[config.mk]
export PLATFORM = sky130hd
export DESIGN_NAME = byte_stuffing_frame_decoder
export DESIGN_NICKNAME = d
export VERILOG_FILES = /design/src/hdl/bsfd_pkg.sv /design/src/hdl/bsfd_core.sv /design/src/hdl/bsfd_skid.sv /design/src/hdl/byte_stuffing_frame_decoder.sv
export SDC_FILE = /design/constraint.sdc
export NUM_CORES = 1
export LEC_CHECK = 0
export ABC_AREA = 1
export ABC_CLOCK_PERIOD_IN_PS = 4400
export CORE_ASPECT_RATIO = 0.6
export CORE_UTILIZATION = 64
export DETAILED_ROUTE_END_ITERATION = 10
export DONT_BUFFER_PORTS = 1
export GPL_ROUTABILITY_DRIVEN = 0
export PLACE_DENSITY = 0.8
export SYNTH_ARGS = -nofsm -noshare
export SYNTH_HDL_FRONTEND = slang
export SYNTH_HIERARCHICAL = 1
export SYNTH_SLANG_ARGS = --single-unit
[constraint.sdc]
create_clock -name aclk -period 4.4 [get_ports aclk]
set_input_delay 0.22 -clock aclk [delete_from_list [all_inputs] [get_ports aclk]]
set_output_delay 0.22 -clock aclk [all_outputs]
set_load 0.03 [all_outputs]
[src/hdl/bsfd_pkg.sv]
`timescale 1ns / 1ps
// Shared types and constants for the byte-stuffed frame decoder.
// Depends on nothing; used by bsfd_core, bsfd_skid and byte_stuffing_frame_decoder.

package bsfd_pkg;

    localparam int unsigned MAX_PAYLOAD_DEFAULT = 64;
    localparam int unsigned LEN_W               = 7;

    localparam logic [7:0] START_BYTE = 8'hF7;
    localparam logic [7:0] END_BYTE   = 8'h7F;
    localparam logic [7:0] ESC_BYTE   = 8'hF6;
    localparam logic [7:0] ESC_FLIP   = 8'h20;
    localparam logic [7:0] SUM_INIT   = 8'hFF;

    typedef enum logic [1:0] {
        STATUS_OK      = 2'd0,
        STATUS_BAD_SUM = 2'd1,
        STATUS_SHORT   = 2'd2,
        STATUS_LONG    = 2'd3
    } frame_status_t;

    typedef struct packed {
        logic [7:0]       out_byte;
        logic             frame_end;
        frame_status_t    frame_status;
        logic [LEN_W-1:0] payload_length;
    } bsfd_result_t;

endpackage

[src/hdl/bsfd_core.sv]
`timescale 1ns / 1ps
// Frame decoding state: unstuffing, two-byte hold line, Fletcher-16 and end status.
// Depends on bsfd_pkg.

module bsfd_core #(
    parameter int unsigned MAX_PAYLOAD = bsfd_pkg::MAX_PAYLOAD_DEFAULT
) (
    input  logic                   aclk,
    input  logic                   aresetn,
    input  logic                   accept,
    input  logic [7:0]             rx_byte,
    output logic                   result_valid,
    output bsfd_pkg::bsfd_result_t result
);
    import bsfd_pkg::*;

    localparam int unsigned CNT_W = $clog2(MAX_PAYLOAD + 1);
    localparam int unsigned EXT_W = CNT_W + LEN_W;

    logic             in_frame_reg, in_frame_next;
    logic             escape_reg, escape_next;
    logic [7:0]       held0_reg, held0_next;
    logic [7:0]       held1_reg, held1_next;
    logic [1:0]       held_count_reg, held_count_next;
    logic [CNT_W-1:0] count_reg, count_next;
    logic [7:0]       sum_low_reg, sum_low_next;
    logic [7:0]       sum_high_reg, sum_high_next;
    logic             overflowed_reg, overflowed_next;

    logic [7:0]       data_byte;
    logic             is_data;
    logic [7:0]       sum_low_upd;
    logic [CNT_W-1:0] count_inc;

    // End-around (ones' complement) add for mod-255 sums.
    function automatic logic [7:0] add255(input logic [7:0] a, input logic [7:0] b);
        logic [8:0] s;
        s = {1'b0, a} + {1'b0, b};
        return s[7:0] + {7'd0, s[8]};
    endfunction

    assign sum_low_upd = add255(sum_low_reg, held0_reg);
    assign count_inc   = count_reg + 1'b1;

    always_comb begin
        in_frame_next   = in_frame_reg;
        escape_next     = escape_reg;
        held0_next      = held0_reg;
        held1_next      = held1_reg;
        held_count_next = held_count_reg;
        count_next      = count_reg;
        sum_low_next    = sum_low_reg;
        sum_high_next   = sum_high_reg;
        overflowed_next = overflowed_reg;
        result_valid    = 1'b0;
        result          = '{out_byte: 8'd0, frame_end: 1'b0,
                            frame_status: STATUS_OK, payload_length: '0};
        data_byte       = rx_byte;
        is_data         = 1'b0;

        if (accept) begin
            if (!in_frame_reg) begin
                if (rx_byte == START_BYTE) begin
                    in_frame_next   = 1'b1;
                    escape_next     = 1'b0;
                    held0_next      = 8'd0;
                    held1_next      = 8'd0;
                    held_count_next = 2'd0;
                    count_next      = '0;
                    sum_low_next    = SUM_INIT;
                    sum_high_next   = SUM_INIT;
                    overflowed_next = 1'b0;
                end
            end else if (rx_byte == END_BYTE) begin
                // A pending escape is simply dropped by the end byte.
                in_frame_next    = 1'b0;
                escape_next      = 1'b0;
                result_valid     = 1'b1;
                result.frame_end = 1'b1;
                result.payload_length = LEN_W'(EXT_W'(count_reg));
                if (held_count_reg < 2'd2) begin
                    result.frame_status   = STATUS_SHORT;
                    result.payload_length = '0;
                end else if (overflowed_reg) begin
                    result.frame_status = STATUS_LONG;
                end else if (held0_reg != sum_low_reg || held1_reg != sum_high_reg) begin
                    result.frame_status = STATUS_BAD_SUM;
                end else begin
                    result.frame_status = STATUS_OK;
                end
            end else if (escape_reg) begin
                escape_next = 1'b0;
                data_byte   = rx_byte ^ ESC_FLIP;
                is_data     = 1'b1;
            end else if (rx_byte == ESC_BYTE) begin
                escape_next = 1'b1;
            end else begin
                is_data = 1'b1;
            end

            if (is_data) begin
                if (held_count_reg < 2'd2) begin
                    if (held_count_reg[0]) begin
                        held1_next = data_byte;
                    end else begin
                        held0_next = data_byte;
                    end
                    held_count_next = held_count_reg + 2'd1;
                end else begin
                    held0_next = held1_reg;
                    held1_next = data_byte;
                    if (!overflowed_reg) begin
                        if (count_reg >= CNT_W'(MAX_PAYLOAD)) begin
                            overflowed_next = 1'b1;
                        end else begin
                            sum_low_next          = sum_low_upd;
                            sum_high_next         = add255(sum_high_reg, sum_low_upd);
                            count_next            = count_inc;
                            result_valid          = 1'b1;
                            result.out_byte       = held0_reg;
                            result.payload_length = LEN_W'(EXT_W'(count_inc));
                        end
                    end
                end
            end
        end
    end

    always_ff @(posedge aclk) begin
        if (!aresetn) begin
            in_frame_reg   <= 1'b0;
            escape_reg     <= 1'b0;
            held0_reg      <= 8'd0;
            held1_reg      <= 8'd0;
            held_count_reg <= 2'd0;
            count_reg      <= '0;
            sum_low_reg    <= SUM_INIT;
            sum_high_reg   <= SUM_INIT;
            overflowed_reg <= 1'b0;
        end else begin
            in_frame_reg   <= in_frame_next;
            escape_reg     <= escape_next;
            held0_reg      <= held0_next;
            held1_reg      <= held1_next;
            held_count_reg <= held_count_next;
            count_reg      <= count_next;
            sum_low_reg    <= sum_low_next;
            sum_high_reg   <= sum_high_next;
            overflowed_reg <= overflowed_next;
        end
    end

    a_count_bounded: assert property (@(posedge aclk) disable iff (!aresetn)
        count_reg <= CNT_W'(MAX_PAYLOAD))
        else $error("payload count above maximum");

    a_end_closes: assert property (@(posedge aclk) disable iff (!aresetn)
        result_valid && result.frame_end |=> !in_frame_reg && !escape_reg)
        else $error("frame still open after end result");

    a_overflow_full: assert property (@(posedge aclk) disable iff (!aresetn)
        overflowed_reg |-> count_reg == CNT_W'(MAX_PAYLOAD))
        else $error("overflow flagged below maximum length");

endmodule

[src/hdl/bsfd_skid.sv]
`timescale 1ns / 1ps
// Output register with one skid entry, so a beat can be taken while the result waits.
// Depends on bsfd_pkg.

module bsfd_skid (
    input  logic                   aclk,
    input  logic                   aresetn,
    input  logic                   push,
    input  bsfd_pkg::bsfd_result_t push_data,
    output logic                   can_push,
    output logic                   out_valid,
    input  logic                   out_ready,
    output bsfd_pkg::bsfd_result_t out_data
);
    import bsfd_pkg::*;

    logic         out_valid_reg, out_valid_next;
    logic         skid_valid_reg, skid_valid_next;
    bsfd_result_t out_data_reg, out_data_next;
    bsfd_result_t skid_data_reg, skid_data_next;
    logic         pop;

    assign pop       = out_valid_reg && out_ready;
    assign can_push  = !skid_valid_reg;
    assign out_valid = out_valid_reg;
    assign out_data  = out_data_reg;

    always_comb begin
        out_valid_next  = out_valid_reg;
        skid_valid_next = skid_valid_reg;
        out_data_next   = out_data_reg;
        skid_data_next  = skid_data_reg;
        if (!out_valid_reg || pop) begin
            if (skid_valid_reg) begin
                out_data_next   = skid_data_reg;
                out_valid_next  = 1'b1;
                skid_valid_next = 1'b0;
            end else begin
                out_data_next  = push_data;
                out_valid_next = push;
            end
        end else if (push) begin
            skid_data_next  = push_data;
            skid_valid_next = 1'b1;
        end
    end

    always_ff @(posedge aclk) begin
        if (!aresetn) begin
            out_valid_reg  <= 1'b0;
            skid_valid_reg <= 1'b0;
        end else begin
            out_valid_reg  <= out_valid_next;
            skid_valid_reg <= skid_valid_next;
        end
        out_data_reg  <= out_data_next;
        skid_data_reg <= skid_data_next;
    end

    a_skid_behind_out: assert property (@(posedge aclk) disable iff (!aresetn)
        skid_valid_reg |-> out_valid_reg)
        else $error("skid entry held with empty output register");

    a_stall_fills_skid: assert property (@(posedge aclk) disable iff (!aresetn)
        push && out_valid_reg && !out_ready |=> skid_valid_reg)
        else $error("result lost while output stalled");

endmodule

[src/hdl/byte_stuffing_frame_decoder.sv]
`timescale 1ns / 1ps
// Top level of the byte-stuffed frame decoder with Fletcher-16 check.
// Depends on bsfd_pkg, bsfd_core and bsfd_skid.
//
// Usage:
// Raw received bytes enter as beats on the s_ channel (s_valid, s_ready,
// s_rx_byte), one byte per beat. Outside a frame every byte is discarded
// until the start byte 0xF7. Inside a frame, 0xF6 escapes the next byte
// and 0x7F closes the frame. Confirmed payload bytes leave on the m_
// channel with m_frame_end low and a running length; the closing beat has
// m_frame_end high, the frame status and the payload length.
// Each result is registered in the output register, or in the skid entry
// while the receiver stalls, before it shows on the m_ channel. Throughput:
// one input beat per cycle while s_ready is high, through the decode step
// (a compare and two 8-bit end-around adds) before the output register.
// Reset (aresetn low at a clock edge) returns the decoder to idle and
// discards any result that is waiting.
// When the receiver stalls, one result waits in the output register and
// a second is caught in a skid entry; s_ready falls only while that skid
// entry is occupied, and rises again once the receiver takes a beat.

module byte_stuffing_frame_decoder #(
    parameter int unsigned MAX_PAYLOAD = bsfd_pkg::MAX_PAYLOAD_DEFAULT
) (
    input  logic                         aclk,
    input  logic                         aresetn,
    input  logic                         s_valid,
    output logic                         s_ready,
    input  logic [7:0]                   s_rx_byte,
    output logic                         m_valid,
    input  logic                         m_ready,
    output logic [7:0]                   m_out_byte,
    output logic                         m_frame_end,
    output logic [1:0]                   m_frame_status,
    output logic [bsfd_pkg::LEN_W-1:0]   m_payload_length
);
    import bsfd_pkg::*;

    logic         accept;
    logic         result_valid;
    bsfd_result_t result;
    bsfd_result_t out_data;

    // A beat is taken whenever s_valid is high and the skid entry has room for whatever it causes.
    assign accept = s_valid && s_ready;

    // Decoder state and the per-beat decode step.
    bsfd_core #(
        .MAX_PAYLOAD (MAX_PAYLOAD)
    ) u_core (
        .aclk         (aclk),
        .aresetn      (aresetn),
        .accept       (accept),
        .rx_byte      (s_rx_byte),
        .result_valid (result_valid),
        .result       (result)
    );

    // Result register plus skid entry towards the receiver.
    bsfd_skid u_skid (
        .aclk      (aclk),
        .aresetn   (aresetn),
        .push      (result_valid),
        .push_data (result),
        .can_push  (s_ready),
        .out_valid (m_valid),
        .out_ready (m_ready),
        .out_data  (out_data)
    );

    assign m_out_byte       = out_data.out_byte;
    assign m_frame_end      = out_data.frame_end;
    assign m_frame_status   = 2'(out_data.frame_status);
    assign m_payload_length = out_data.payload_length;

    a_end_beat_clean: assert property (@(posedge aclk) disable iff (!aresetn)
        m_valid && m_frame_end |-> m_out_byte == 8'd0)
        else $error("end beat carries a data byte");

    a_data_beat_ok: assert property (@(posedge aclk) disable iff (!aresetn)
        m_valid && !m_frame_end |-> m_frame_status == 2'(STATUS_OK)
                                    && m_payload_length != '0)
        else $error("payload beat with status or zero length");

    a_short_zero_len: assert property (@(posedge aclk) disable iff (!aresetn)
        m_valid && m_frame_end && m_frame_status == 2'(STATUS_SHORT)
            |-> m_payload_length == '0)
        else $error("short frame reports a length");

endmodule
-- Yosys cells after proc, flatten, opt, wreduce, memory -nomap -nowiden
Cells that the tools add are included.
- flip-flop bits (word level): 82
- input bits: 12
- output and inout bits: 20
- word-level logic and storage cells: 123
- add/sub/neg operators: 6
- order comparisons: 2
- equality and inequality tests: 5
- multiplexer cells: 78
- bitwise gates (word level): 3
- reduce and logical (&&, ||, !) cells: 10
- operators with widths (kind ; count):
    two-way mux 8 bit ; 26
    two-way mux 7 bit ; 11
    two-way mux 18 bit ; 2
    two-way mux 1 bit ; 28
    two-way mux 10 bit ; 2
    adder 8 x 8 -> 9 bit ; 2
    two-way mux 6 bit ; 3
    adder 8 x 1 -> 8 bit ; 2
    == test 8 bit (second input constant) ; 2
    inequality test 8 bit ; 2
    two-way mux 2 bit ; 6
    == test 8 x 7 -> 1 bit (second input constant) ; 1
    adder 7 x 1 -> 7 bit (second input constant) ; 1
    >= comparator 7 bit (second input constant) ; 1
    AND reduction 2 bit ; 2
    NOT 1 bit ; 3
    adder 2 x 1 -> 2 bit (second input constant) ; 1
    logical AND 1 bit ; 2
    logical NOT 1 bit ; 2
    logical OR 1 bit ; 2
    < comparator 2 bit (second input constant) ; 1
    nonzero test 2 bit ; 1
    OR reduction 2 bit ; 1

-- Depth between registers and ports, before layout
Gate-level depths: netlist (run 1).
- word-level depth: 13
- gate-level depth with buffers: 34
- mapped depth without buffers: 34

-- By module
The synthesis (run 1) kept the hierarchy.
- by module, submodules not included (module ; times used ; cells an instance ; area an instance (um2) ; sequential area each (um2)):
    bsfd_core ; 1 ; 591 ; 3646.0 ; 880.8
    bsfd_skid ; 1 ; 105 ; 1387.6 ; 1121.1
    byte_stuffing_frame_decoder ; 1 ; 2 ; 7.5 ; 0.0

-- Worst setup path before layout (run 1)
No wires, ideal clock.
- path type: register -> register
- from: reg u_core.held0_reg[0]
- to: reg u_core.sum_high_reg[5]
- data arrival time: 3822 ps
- setup slack: 463 ps
- cell stages (with the launch flop): 33
- path buffers: 0
- period minus slack after synthesis: 3937 ps
- cells stage by stage: dfxtp_1 > ha_1 > fa_1 > nand4_1 > nand3_1 > a21oi_1 > o21bai_1 > ha_1 > ha_1 > inv_1 > or2_1 > o21ai_0 > nand2_1 > inv_1 > ha_1 > nand2_1 > inv_1 > nand3_1 > nand3_1 > a21oi_1 > o21bai_1 > ha_1 > nand2_1 > nor2_1 > nand3_1 > nor2_1 > nand2_1 > nand3_1 > nand2_1 > nand2_1 > nand2_1 > nand2_1 > nand2_1
- word-level cells in the longest chain between the ends: 8
- RTL lines (element ; RTL line ; source):
    start: declaration ; bsfd_core.sv:22 ; logic [7:0] held0_reg, held0_next;
    start signal: assignment ; bsfd_core.sv:143 ; held0_reg <= held0_next;
    adder 8 x 8 -> 9 bit ; bsfd_core.sv:38 ; s = {1'b0, a} + {1'b0, b};
    adder 8 x 1 -> 8 bit ; bsfd_core.sv:39 ; return s[7:0] + {7'd0, s[8]};
    adder 8 x 8 -> 9 bit ; bsfd_core.sv:38 ;
    adder 8 x 1 -> 8 bit ; bsfd_core.sv:39 ;
    two-way mux 8 bit ; bsfd_core.sv:113 ; if (count_reg >= CNT_W'(MAX_PAYLOAD)) begin
    two-way mux 8 bit ; bsfd_core.sv:112 ; if (!overflowed_reg) begin
    two-way mux 8 bit ; bsfd_core.sv:102 ; if (held_count_reg < 2'd2) begin
    two-way mux 8 bit ; bsfd_core.sv:101 ; if (is_data) begin
    end signal: assignment ; bsfd_core.sv:148 ; sum_high_reg <= sum_high_next;
    end: declaration ; bsfd_core.sv:27 ; logic [7:0] sum_high_reg, sum_high_next;
No other way between the ends.
A chain may end at the register's enable or synchronous reset.

-- Worst setup path in the final report (run 1)
Ends and elaborated chain as after synthesis.

==> run summary, run 1 <==
status = finished clean
Starting Density = 0.677
most frequent cells in the layout = nand2_1, inv_1, a21oi_1, nand3_1, nor2_1
clock skew = 3.01 ps
Cell Rows = 24
Post-synth ARST share = 0
Most common cell on crit path = nand2_1
largest net degree at the start of global routing = 51
Crit-path slowest cell = fa_2
crit-path max FO = 4
leakage power = 2.43 nW
H-tree Lvls = 3
Syn Area/Cell = 7.22 um2
combinational power share = 0.140
Worst Hold Depth = 2
TritonRoute pass-1 iters = 9
most common cell after layout, fill and taps aside = nand2_1
Core Region = 7450 um2
first-pass GRT wire length = 22,500 um
Hold Path End = u_skid/out_valid
clock latency on the worst-skew pair = 340 ps
GR Overflow Total = 0
HP Start = aresetn
multi-input logic area = 2860 um2
initial antenna violation count = 0
antenna viol nets, final = 0
synthesized cell area = 5040 um2
CP Class = register to register
worst-case reg-to-reg path depth = 32
die height = 70.7 um
synthesis-to-finish area growth = 13.5%
chip width = 117 um
launch point of the worst path = u_core/held0_reg[0]
final wirelength = 14,700 um
fraction of layout cells with a size suffix above 1 = 0.130
final setup vio count = 0
crit path time final = 4250 ps
Vias = 5,067
NetSw = 486 uW
Max-Cap Viols = 0
PD cells = 328 nW/um2
P_int = 1.39 mW
Slew HR = 0.265
arrival time worst endpoint = 4460 ps
worst min-delay path class = primary input to register
Synth area leader = edfxtp_1
tightest hold margin = 27.6 ps
post-synthesis sequential area ratio = 0.397
Max clock buf depth = 2
reg2reg setup slack = 150 ps
Final Max Tran Viols = 0
Vias/cell = 6.22
Worst path max stage delay = 370 ps
final HPWL from detailed placement = 10,200 um
Cell variety after synth = 46
Post-synth EDFFs = 36
die area = 8250 um2
Root Buffer = clkbuf_16
Reg2Reg Capture Point = u_core/sum_high_reg[5]
syn nets = 736
Detailed Route Iter0 Violations = 867
Ys Warns = 6
# fillers = 559
Switching Share = 0.259
Reg power frac = 0.429
cell count after synthesis = 698
CP endpoint kind = register
worst IR drop on VDD = 207 uV
# IOs = 32
Worst Tran Pin Value = 1100 ps
Max Fclk = 235 MHz
Final Net Count = 743
CTS Sinks = 82
wire per inst = 18.0 um
Worst Path Required = 4610 ps
Synth area leaders = edfxtp_1, dfxtp_1, nand2_1
Hold Fails Final Rpt = 0
Worst-path clk slew = 60 ps
# diodes = 0
period utilization = 0.966
gr usage total = 0.362
FF+latch count, synth = 82
Storage cell area = 2020 um2
Clk pwr share = 0.431
Power Total = 1.88 mW
DRC Markers = 0
Port Buf Inserts = 0
startpoint types = register
CTS tree = yes
r2r startpoint = u_core/held0_reg[0]
vias in the first global route = 4,473
CTS Buf Count = 9
ys flop type = dfxtp_1
share of the synthesized area in the top cell type = 0.214
-- cells in the mapped netlist (2+ instances only) --
cell type,n
nand4_1,18
o21bai_1,3
edfxtp_1,36
inv_1,67
nor2_1,58
xnor2_1,4
buf_2,4
nand3_1,58
dfxtp_1,46
o211ai_1,4
ha_1,24
nor2_4,2
xor2_1,8
or2_2,2
o21ai_1,8
fa_1,2
o21ai_0,17
clkbuf_1,11
inv_2,4
nor2_2,2
nand3b_1,2
nor4_1,3
a21oi_1,59
buf_6,3
nand2_1,232
-- worst max-delay path by stage --
stage,slack (ps),to,cells past startpoint
finish,150,u_core/sum_high_reg[5],32
global route,-90,u_core/sum_high_reg[7],34
CTS,30,u_core/sum_high_reg[5],33
detailed placement,-10,u_core/sum_high_reg[5],33
global placement,200,u_core/sum_high_reg[5],32
floorplan,460,u_core/sum_high_reg[5],32
-- power groups by stage --
| stage | Combinational [mW] | Clock, mW | Sequential [mW] |
|---|---|---|---|
| floorplan | 0.166 | 0 | 0.817 |
| global placement | 0.202 | 0 | 0.820 |
| detailed placement | 0.211 | 0 | 0.820 |
| CTS | 0.223 | 0.816 | 0.805 |
| global route | 0.289 | 0.845 | 0.806 |
| finish | 0.263 | 0.809 | 0.805 |
-- timing repair --
item,CTS,global route
endpoints found under the setup margin,2,5
setup buffers,1,8
gates resized for setup,10,42
hold endpoints to repair,5,0
hold buffers,1,0
pin swaps,1,24
-- cells by family after synthesis --
| logic type | synth area share |
|---|---|
| buf+inv | 0.0752 |
| fa+ha+maj | 0.0675 |
| flops | 0.397 |
| compound gates | 0.111 |
| simple gates | 0.328 |
| xor+xnor | 0.0208 |
-- per-stage QoR --
stage,utilization,worst slack [ps],std cells,cell area [um2],setup TNS (ps)
floorplan,-,463,698,5040,0
global placement,0.686,199,788,5110,0
detailed placement,0.686,-12.4,788,5110,-12.4
CTS,0.740,27.2,806,5510,0
global route,0.768,-88.7,814,5720,-213
finish,0.768,151,814,5720,0
-- metal layers --
| metal | vias up | part of all wire | global-route usage |
|---|---|---|---|
| li1 | 2322 | - | - |
| met5 | - | 0 | 0 |
| met3 | 53 | 0.15 | 0.126 |
| met2 | 403 | 0.42 | 0.525 |
| met1 | 2289 | 0.40 | 0.520 |
| met4 | 0 | 0.025 | 0.0872 |
-- cell type report --
type,instances,area share
timing repair buffer,15,0.0201
inverter,73,0.0483
sequential,82,0.352
multi-input combinational,524,0.499
clock buffer,9,0.0394
tap,104,0.0227
clock inverter,7,0.0177
-- worst max-delay path: cells and delay by family (launching register included) --
| kind | cells | cell delay (ps) |
|---|---|---|
| AOI/OAI and AO/OA | 4 | 500 |
| xor gates and xnor gates | 1 | 190 |
| adders and majority gates | 5 | 1210 |
| DFF | 1 | 360 |
| buffers and inverters | 2 | 160 |
| and+or+nand+nor | 20 | 1680 |
Power figures use the tool's default switching activity.
==> run 2: changes to the inputs <==
==> constraint.sdc (replaced) <==
create_clock -name aclk -period 4.4 [get_ports aclk]
set_input_delay 0 -clock aclk [delete_from_list [all_inputs] [get_ports aclk]]
set_output_delay 0 -clock aclk [all_outputs]
set_load 0.03 [all_outputs]
==> run summary, run 2 (synthesis results as in run 1) <==
CTS tree = yes
antenna viol nets, final = 0
final wirelength = 15,100 um
# IOs = 32
Detailed Route Iter0 Violations = 1,021
CP top delay family = simple AND/OR/NAND/NOR gates
final HPWL from detailed placement = 10,200 um
DP Area = 5110 um2
Hold Fails Final Rpt = 0
largest net degree at the start of global routing = 51
CP Class = register to register
Vias = 5,193
final setup vio count = 0
worst IR drop on VDD = 209 uV
clock skew = 5.68 ps
chip width = 117 um
Core Region = 7450 um2
Final Net Count = 752
Max-Cap Viols = 0
DRC Markers = 0
most frequent cells in the layout = nand2_1, inv_1, a21oi_1, nand3_1, nor2_1
startpoint types = register
crit-path max FO = 4
status = finished clean
Vias/cell = 6.31
Worst-path clk slew = 60 ps
worst path bufs/invs = 5
tightest hold margin = 35.4 ps
die height = 70.7 um
TritonRoute pass-1 iters = 7
Worst Hold Depth = 4
clock latency on the worst-skew pair = 340 ps
period utilization = 0.979
Max Fclk = 232 MHz
Max clock buf depth = 2
die area = 8250 um2
Starting Density = 0.677
H-tree Lvls = 3
Final Max Tran Viols = 0
Most common cell on crit path = nand2_1
wire per inst = 18.4 um
PD cells = 326 nW/um2
first-pass GRT wire length = 23,100 um
arrival time worst endpoint = 4530 ps
# diodes = 0
vias in the first global route = 4,541
CTS Sinks = 82
Crit. path cell count = 33
Port Buf Inserts = 0
worst min-delay path class = primary input to register
fraction of layout cells with a size suffix above 1 = 0.132
crit path time final = 4310 ps
Worst path max stage delay = 360 ps
synthesis-to-finish area growth = 15.3%
CP endpoint kind = register
gr usage total = 0.373
leakage power = 2.47 nW
Slew HR = 0.256
Worst Path Required = 4620 ps
Cell Rows = 24
worst-case reg-to-reg path depth = 33
initial antenna violation count = 0
most common cell after layout, fill and taps aside = nand2_1
Worst Tran Pin Value = 1110 ps
Root Buffer = clkbuf_16
GR Overflow Total = 0
fin area = 5810 um2
Crit-path slowest cell = dfxtp_4
CTS Buf Count = 9
==> run 2: changes by cell type in the layout (fill, tap and decap cells not counted) <==
cell and delta:
nand2_2 +1, ha_1 -1, dlygate4sd3_1 +8, nand2_1 -1
ha_2 +1, buf_4 +1
==> run 2: layer usage <==
layer,vias up,share of wire,GRT usage,routed length [um]
met3,57,0.16,0.139,2430
met4,0,0.022,0.0788,334
li1,2332,-,-,-
met2,454,0.42,0.549,6390
met1,2350,0.39,0.524,5960
met5,-,0,0,0
==> run 2: cell type report <==
class | instances | area [um2]
well taps | 104 | 130
clock buffers | 9 | 225
clock inverters | 7 | 101
fillers | 535 | 1630
flip-flops and latches | 82 | 2020
multi-input cells | 524 | 2860
inverters | 73 | 277
repair buffers | 24 | 203
==> run 2: stage by stage <==
step | worst slack [ps] | power, mW | util | cells | setup TNS [ps]
global route | -143 | 1.95 | 0.781 | 823 | -367
CTS | 27.2 | 1.85 | 0.751 | 814 | 0
floorplan | 463 | 0.982 | - | 698 | 0
finish | 90.9 | 1.90 | 0.781 | 823 | 0
detailed placement | -12.4 | 1.03 | 0.686 | 788 | -12.4
global placement | 199 | 1.02 | 0.686 | 788 | 0
==> run 2: worst min-delay path: stages <==
cell     delay [ps]
nand3_1         110
nand2_1         100
a21oi_1          50
nor2_1           80
==> run 2: worst paths after layout <==
path / start / end / slack, ps
hold / removal: s_rx_byte[0] / u_core/held0_reg[0] / 40
setup / recovery: u_core/held0_reg[4] / u_core/sum_high_reg[7] / 90
setup reg to reg: u_core/held0_reg[4] / u_core/sum_high_reg[7] / 90
hold reg to reg: u_core/held1_reg[5] / u_core/held1_reg[5] / 500
==> run 2: what timing repair did <==
action,in CTS,in global routing
buffers inserted,1,9
resized for setup,10,44
hold endpoints to repair,23,0
setup endpoints to repair,2,5
hold buffers,9,0
pin swaps,1,25
==> run 2: power breakdown <==
| part | total (mW) | leakage [nW] | internal (mW) | switching [mW] |
|---|---|---|---|---|
| sequential | 0.805 | 0.745 | 0.794 | 0.0115 |
| clock | 0.811 | 0.153 | 0.502 | 0.310 |
| combinational | 0.279 | 1.57 | 0.102 | 0.177 |
==> run 3: changes to the inputs <==
--- a/config.mk
+++ b/config.mk
@@ -5,7 +5,6 @@
 export SDC_FILE = /design/constraint.sdc
 export NUM_CORES = 1
 export LEC_CHECK = 0
-export ABC_AREA = 1
 export ABC_CLOCK_PERIOD_IN_PS = 4400
 export CORE_ASPECT_RATIO = 0.6
 export CORE_UTILIZATION = 64
@@ -15,5 +14,4 @@
 export PLACE_DENSITY = 0.8
 export SYNTH_ARGS = -nofsm -noshare
 export SYNTH_HDL_FRONTEND = slang
-export SYNTH_HIERARCHICAL = 1
 export SYNTH_SLANG_ARGS = --single-unit
==> run summary, run 3 <==
startpoint types = register
Detailed Route Iter0 Violations = 516
synthesized cell area = 4580 um2
final wirelength = 12,700 um
Final Max Tran Viols = 0
Hold Fails Final Rpt = 0
launch point of the worst path = u_core.held0_reg[0]
CP Class = register to register
HP Start = s_rx_byte[2]
Max Fclk = 224 MHz
Max clock buf depth = 2
Crit-path slowest cell = fa_2
clock skew = 5.60 ps
post-synthesis sequential area ratio = 0.437
Synth Area in XOR/XNOR = 0.0497
Synth area leader = edfxtp_1
Synth area leaders = edfxtp_1, dfxtp_1, ha_1
Vias = 4,053
Worst Path Required = 4620 ps
violated checks = design-rule violations, negative setup slack
Post-synth ARST share = 0
worst min-delay path class = primary input to register
share of the synthesized area in the top cell type = 0.236
arrival time worst endpoint = 4680 ps
H-tree Lvls = 3
Worst-path clk slew = 60 ps
PD cells = 303 nW/um2
CP endpoint kind = register
vias in the first global route = 3,693
r2r startpoint = u_core.held0_reg[0]
crit path time final = 4460 ps
DP Area = 4720 um2
Cell Rows = 23
# fillers = 423
largest net degree at the start of global routing = 39
Storage cell area = 2010 um2
Root Buffer = clkbuf_16
Max-Cap Viols = 0
antenna viol nets, final = 0
die height = 67.5 um
Cell variety after synth = 61
chip width = 111 um
multi-input logic area = 2600 um2
cell count after synthesis = 479
TritonRoute pass-1 iters = 10
RSZ-0062 raised after global routing = true
worst IR drop on VDD = 229 uV
Synth Area in Simple Gates = 0.203
Slew HR = 0.194
wire per inst = 21.2 um
Worst Tran Pin Value = 1210 ps
syn nets = 517
gr usage total = 0.338
fin area = 5390 um2
ys flop type = dfxtp_1
Power Total = 1.63 mW
leakage power = 2.06 nW
initial antenna violation count = 0
Final WS setup = -58.5 ps
status = finished with violations
clock latency on the worst-skew pair = 340 ps
Final Net Count = 546
GR Overflow Total = 0
Post-Synth Adder-Cell Area = 0.0743
Vias/cell = 6.76
DRC Markers = 2
first-pass GRT wire length = 19,200 um
CTS Sinks = 82
Worst path max stage delay = 410 ps
largest family of logic cells by synthesized area = simple AND/OR/NAND/NOR gates
period utilization = 1.01
most common cell after layout, fill and taps aside = nor2_1
# diodes = 0
# IOs = 32
Ys Warns = 0
synth cell count leaders = nor2_1, dfxtp_1, edfxtp_1
most frequent cells in the layout = nor2_1, dfxtp_1, edfxtp_1, nand2_1
Core Region = 6790 um2
fraction of layout cells with a size suffix above 1 = 0.173
crit-path max FO = 3
post-synthesis mux area share = 0.00219
FF+latch count, synth = 82
Starting Density = 0.674
most common cell in the netlist = nor2_1
final setup vio count = 5
CTS tree = yes
die area = 7510 um2
Post-synth EDFFs = 36
final HPWL from detailed placement = 8430 um
cell total after placement = 563
post-route insts no fill = 600
Port Buf Inserts = 0
CP Cell Sequence = ha_4, fa_2, a211oi_2, o21ai_2, a21o_1, a21o_1, ha_2, ha_4, and2_4, nor3b_4, xor2_2, ha_4, a21o_1, a31oi_4, nor2b_1, o21ai_1, nand2b_1, ha_2, nand3_2, nor3b_2, nand3_2, nor4b_2, a211oi_2
CTS Buf Count = 9
Syn Area/Cell = 9.56 um2
synthesis-to-finish area growth = 17.6%
Compound-Gate Fraction of Synth Area = 0.201
run 3: changes by cell type after synthesis, moves of 10 or more:
cell and delta:
nand2_1 -197, and2_1 +11, a22oi_1 +19, a21o_1 +23
inv_1 -55, a21oi_1 -30, nand3_1 -42, nor3_1 +13
nand4_1 -12, xor2_1 +10
run 3: logic make-up (layout without fill, tap and decap cells):
kind of cell | count (synthesis) | in the layout
flops | 82 | 82
mux | 1 | 1
simple gates | 184 | 184
fa+ha+maj | 26 | 26
compound gates | 129 | 129
buf+inv | 31 | 65
xor+xnor | 26 | 26
run 3: worst max-delay path: cells and delay by family, from the launching register on:
kind	cells	cell delay, ps
flops	1	360
xor+xnor	1	260
simple gates	8	1260
compound gates	8	1160
fa+ha+maj	6	1310
run 3: metal layers:
layer / wire (um) / GRT usage
met5: 0 / 0
met4: 282 / 0.0912
met3: 1600 / 0.107
met2: 5380 / 0.514
met1: 5440 / 0.467
run 3: timing repair:
item	4_1_cts	5_1_grt
resized for setup	11	27
hold buffers	8	0
pin swaps	9	19
setup buffers	6	7
hold endpoints to repair	21	0
endpoints found under the setup margin	5	8
run 3: path summary, 6_finish.rpt:
path,to,slack [ps],depth (start not counted)
worst max-delay path,u_core.sum_high_reg[6],-60,23
worst min register to register,u_core.sum_low_reg[0],500,2
worst min-delay path,u_core.held0_reg[2],30,4
worst max register to register,u_core.sum_high_reg[6],-60,23
run 3: area by class of cell:
| class | instances | area share |
|---|---|---|
| inverter | 12 | 0.00836 |
| tap | 87 | 0.0202 |
| clock inverter | 6 | 0.0170 |
| timing repair buffer | 37 | 0.0560 |
| clock buffer | 10 | 0.0425 |
| multi-input combinational | 366 | 0.483 |
| sequential | 82 | 0.373 |
run 3: power breakdown:
part | internal [mW] | switching [mW] | leakage (nW)
sequential | 0.787 | 0.000154 | 0.732
combinational | 0.0178 | 0.0278 | 1.17
clock | 0.499 | 0.303 | 0.157
run 3: per-stage QoR:
stage / hold WS (ps) / utilization / setup TNS [ps] / setup WS [ps]
after floorplan: 109 / - / 0 / 3.44
after global placement: 65.9 / 0.695 / 0 / 21.7
after detailed placement: 66.9 / 0.695 / -494 / -176
after CTS: 31.6 / 0.767 / 0 / 4.06
after global routing: 49.0 / 0.793 / -1020 / -200
final: 33.9 / 0.793 / -148 / -58.5
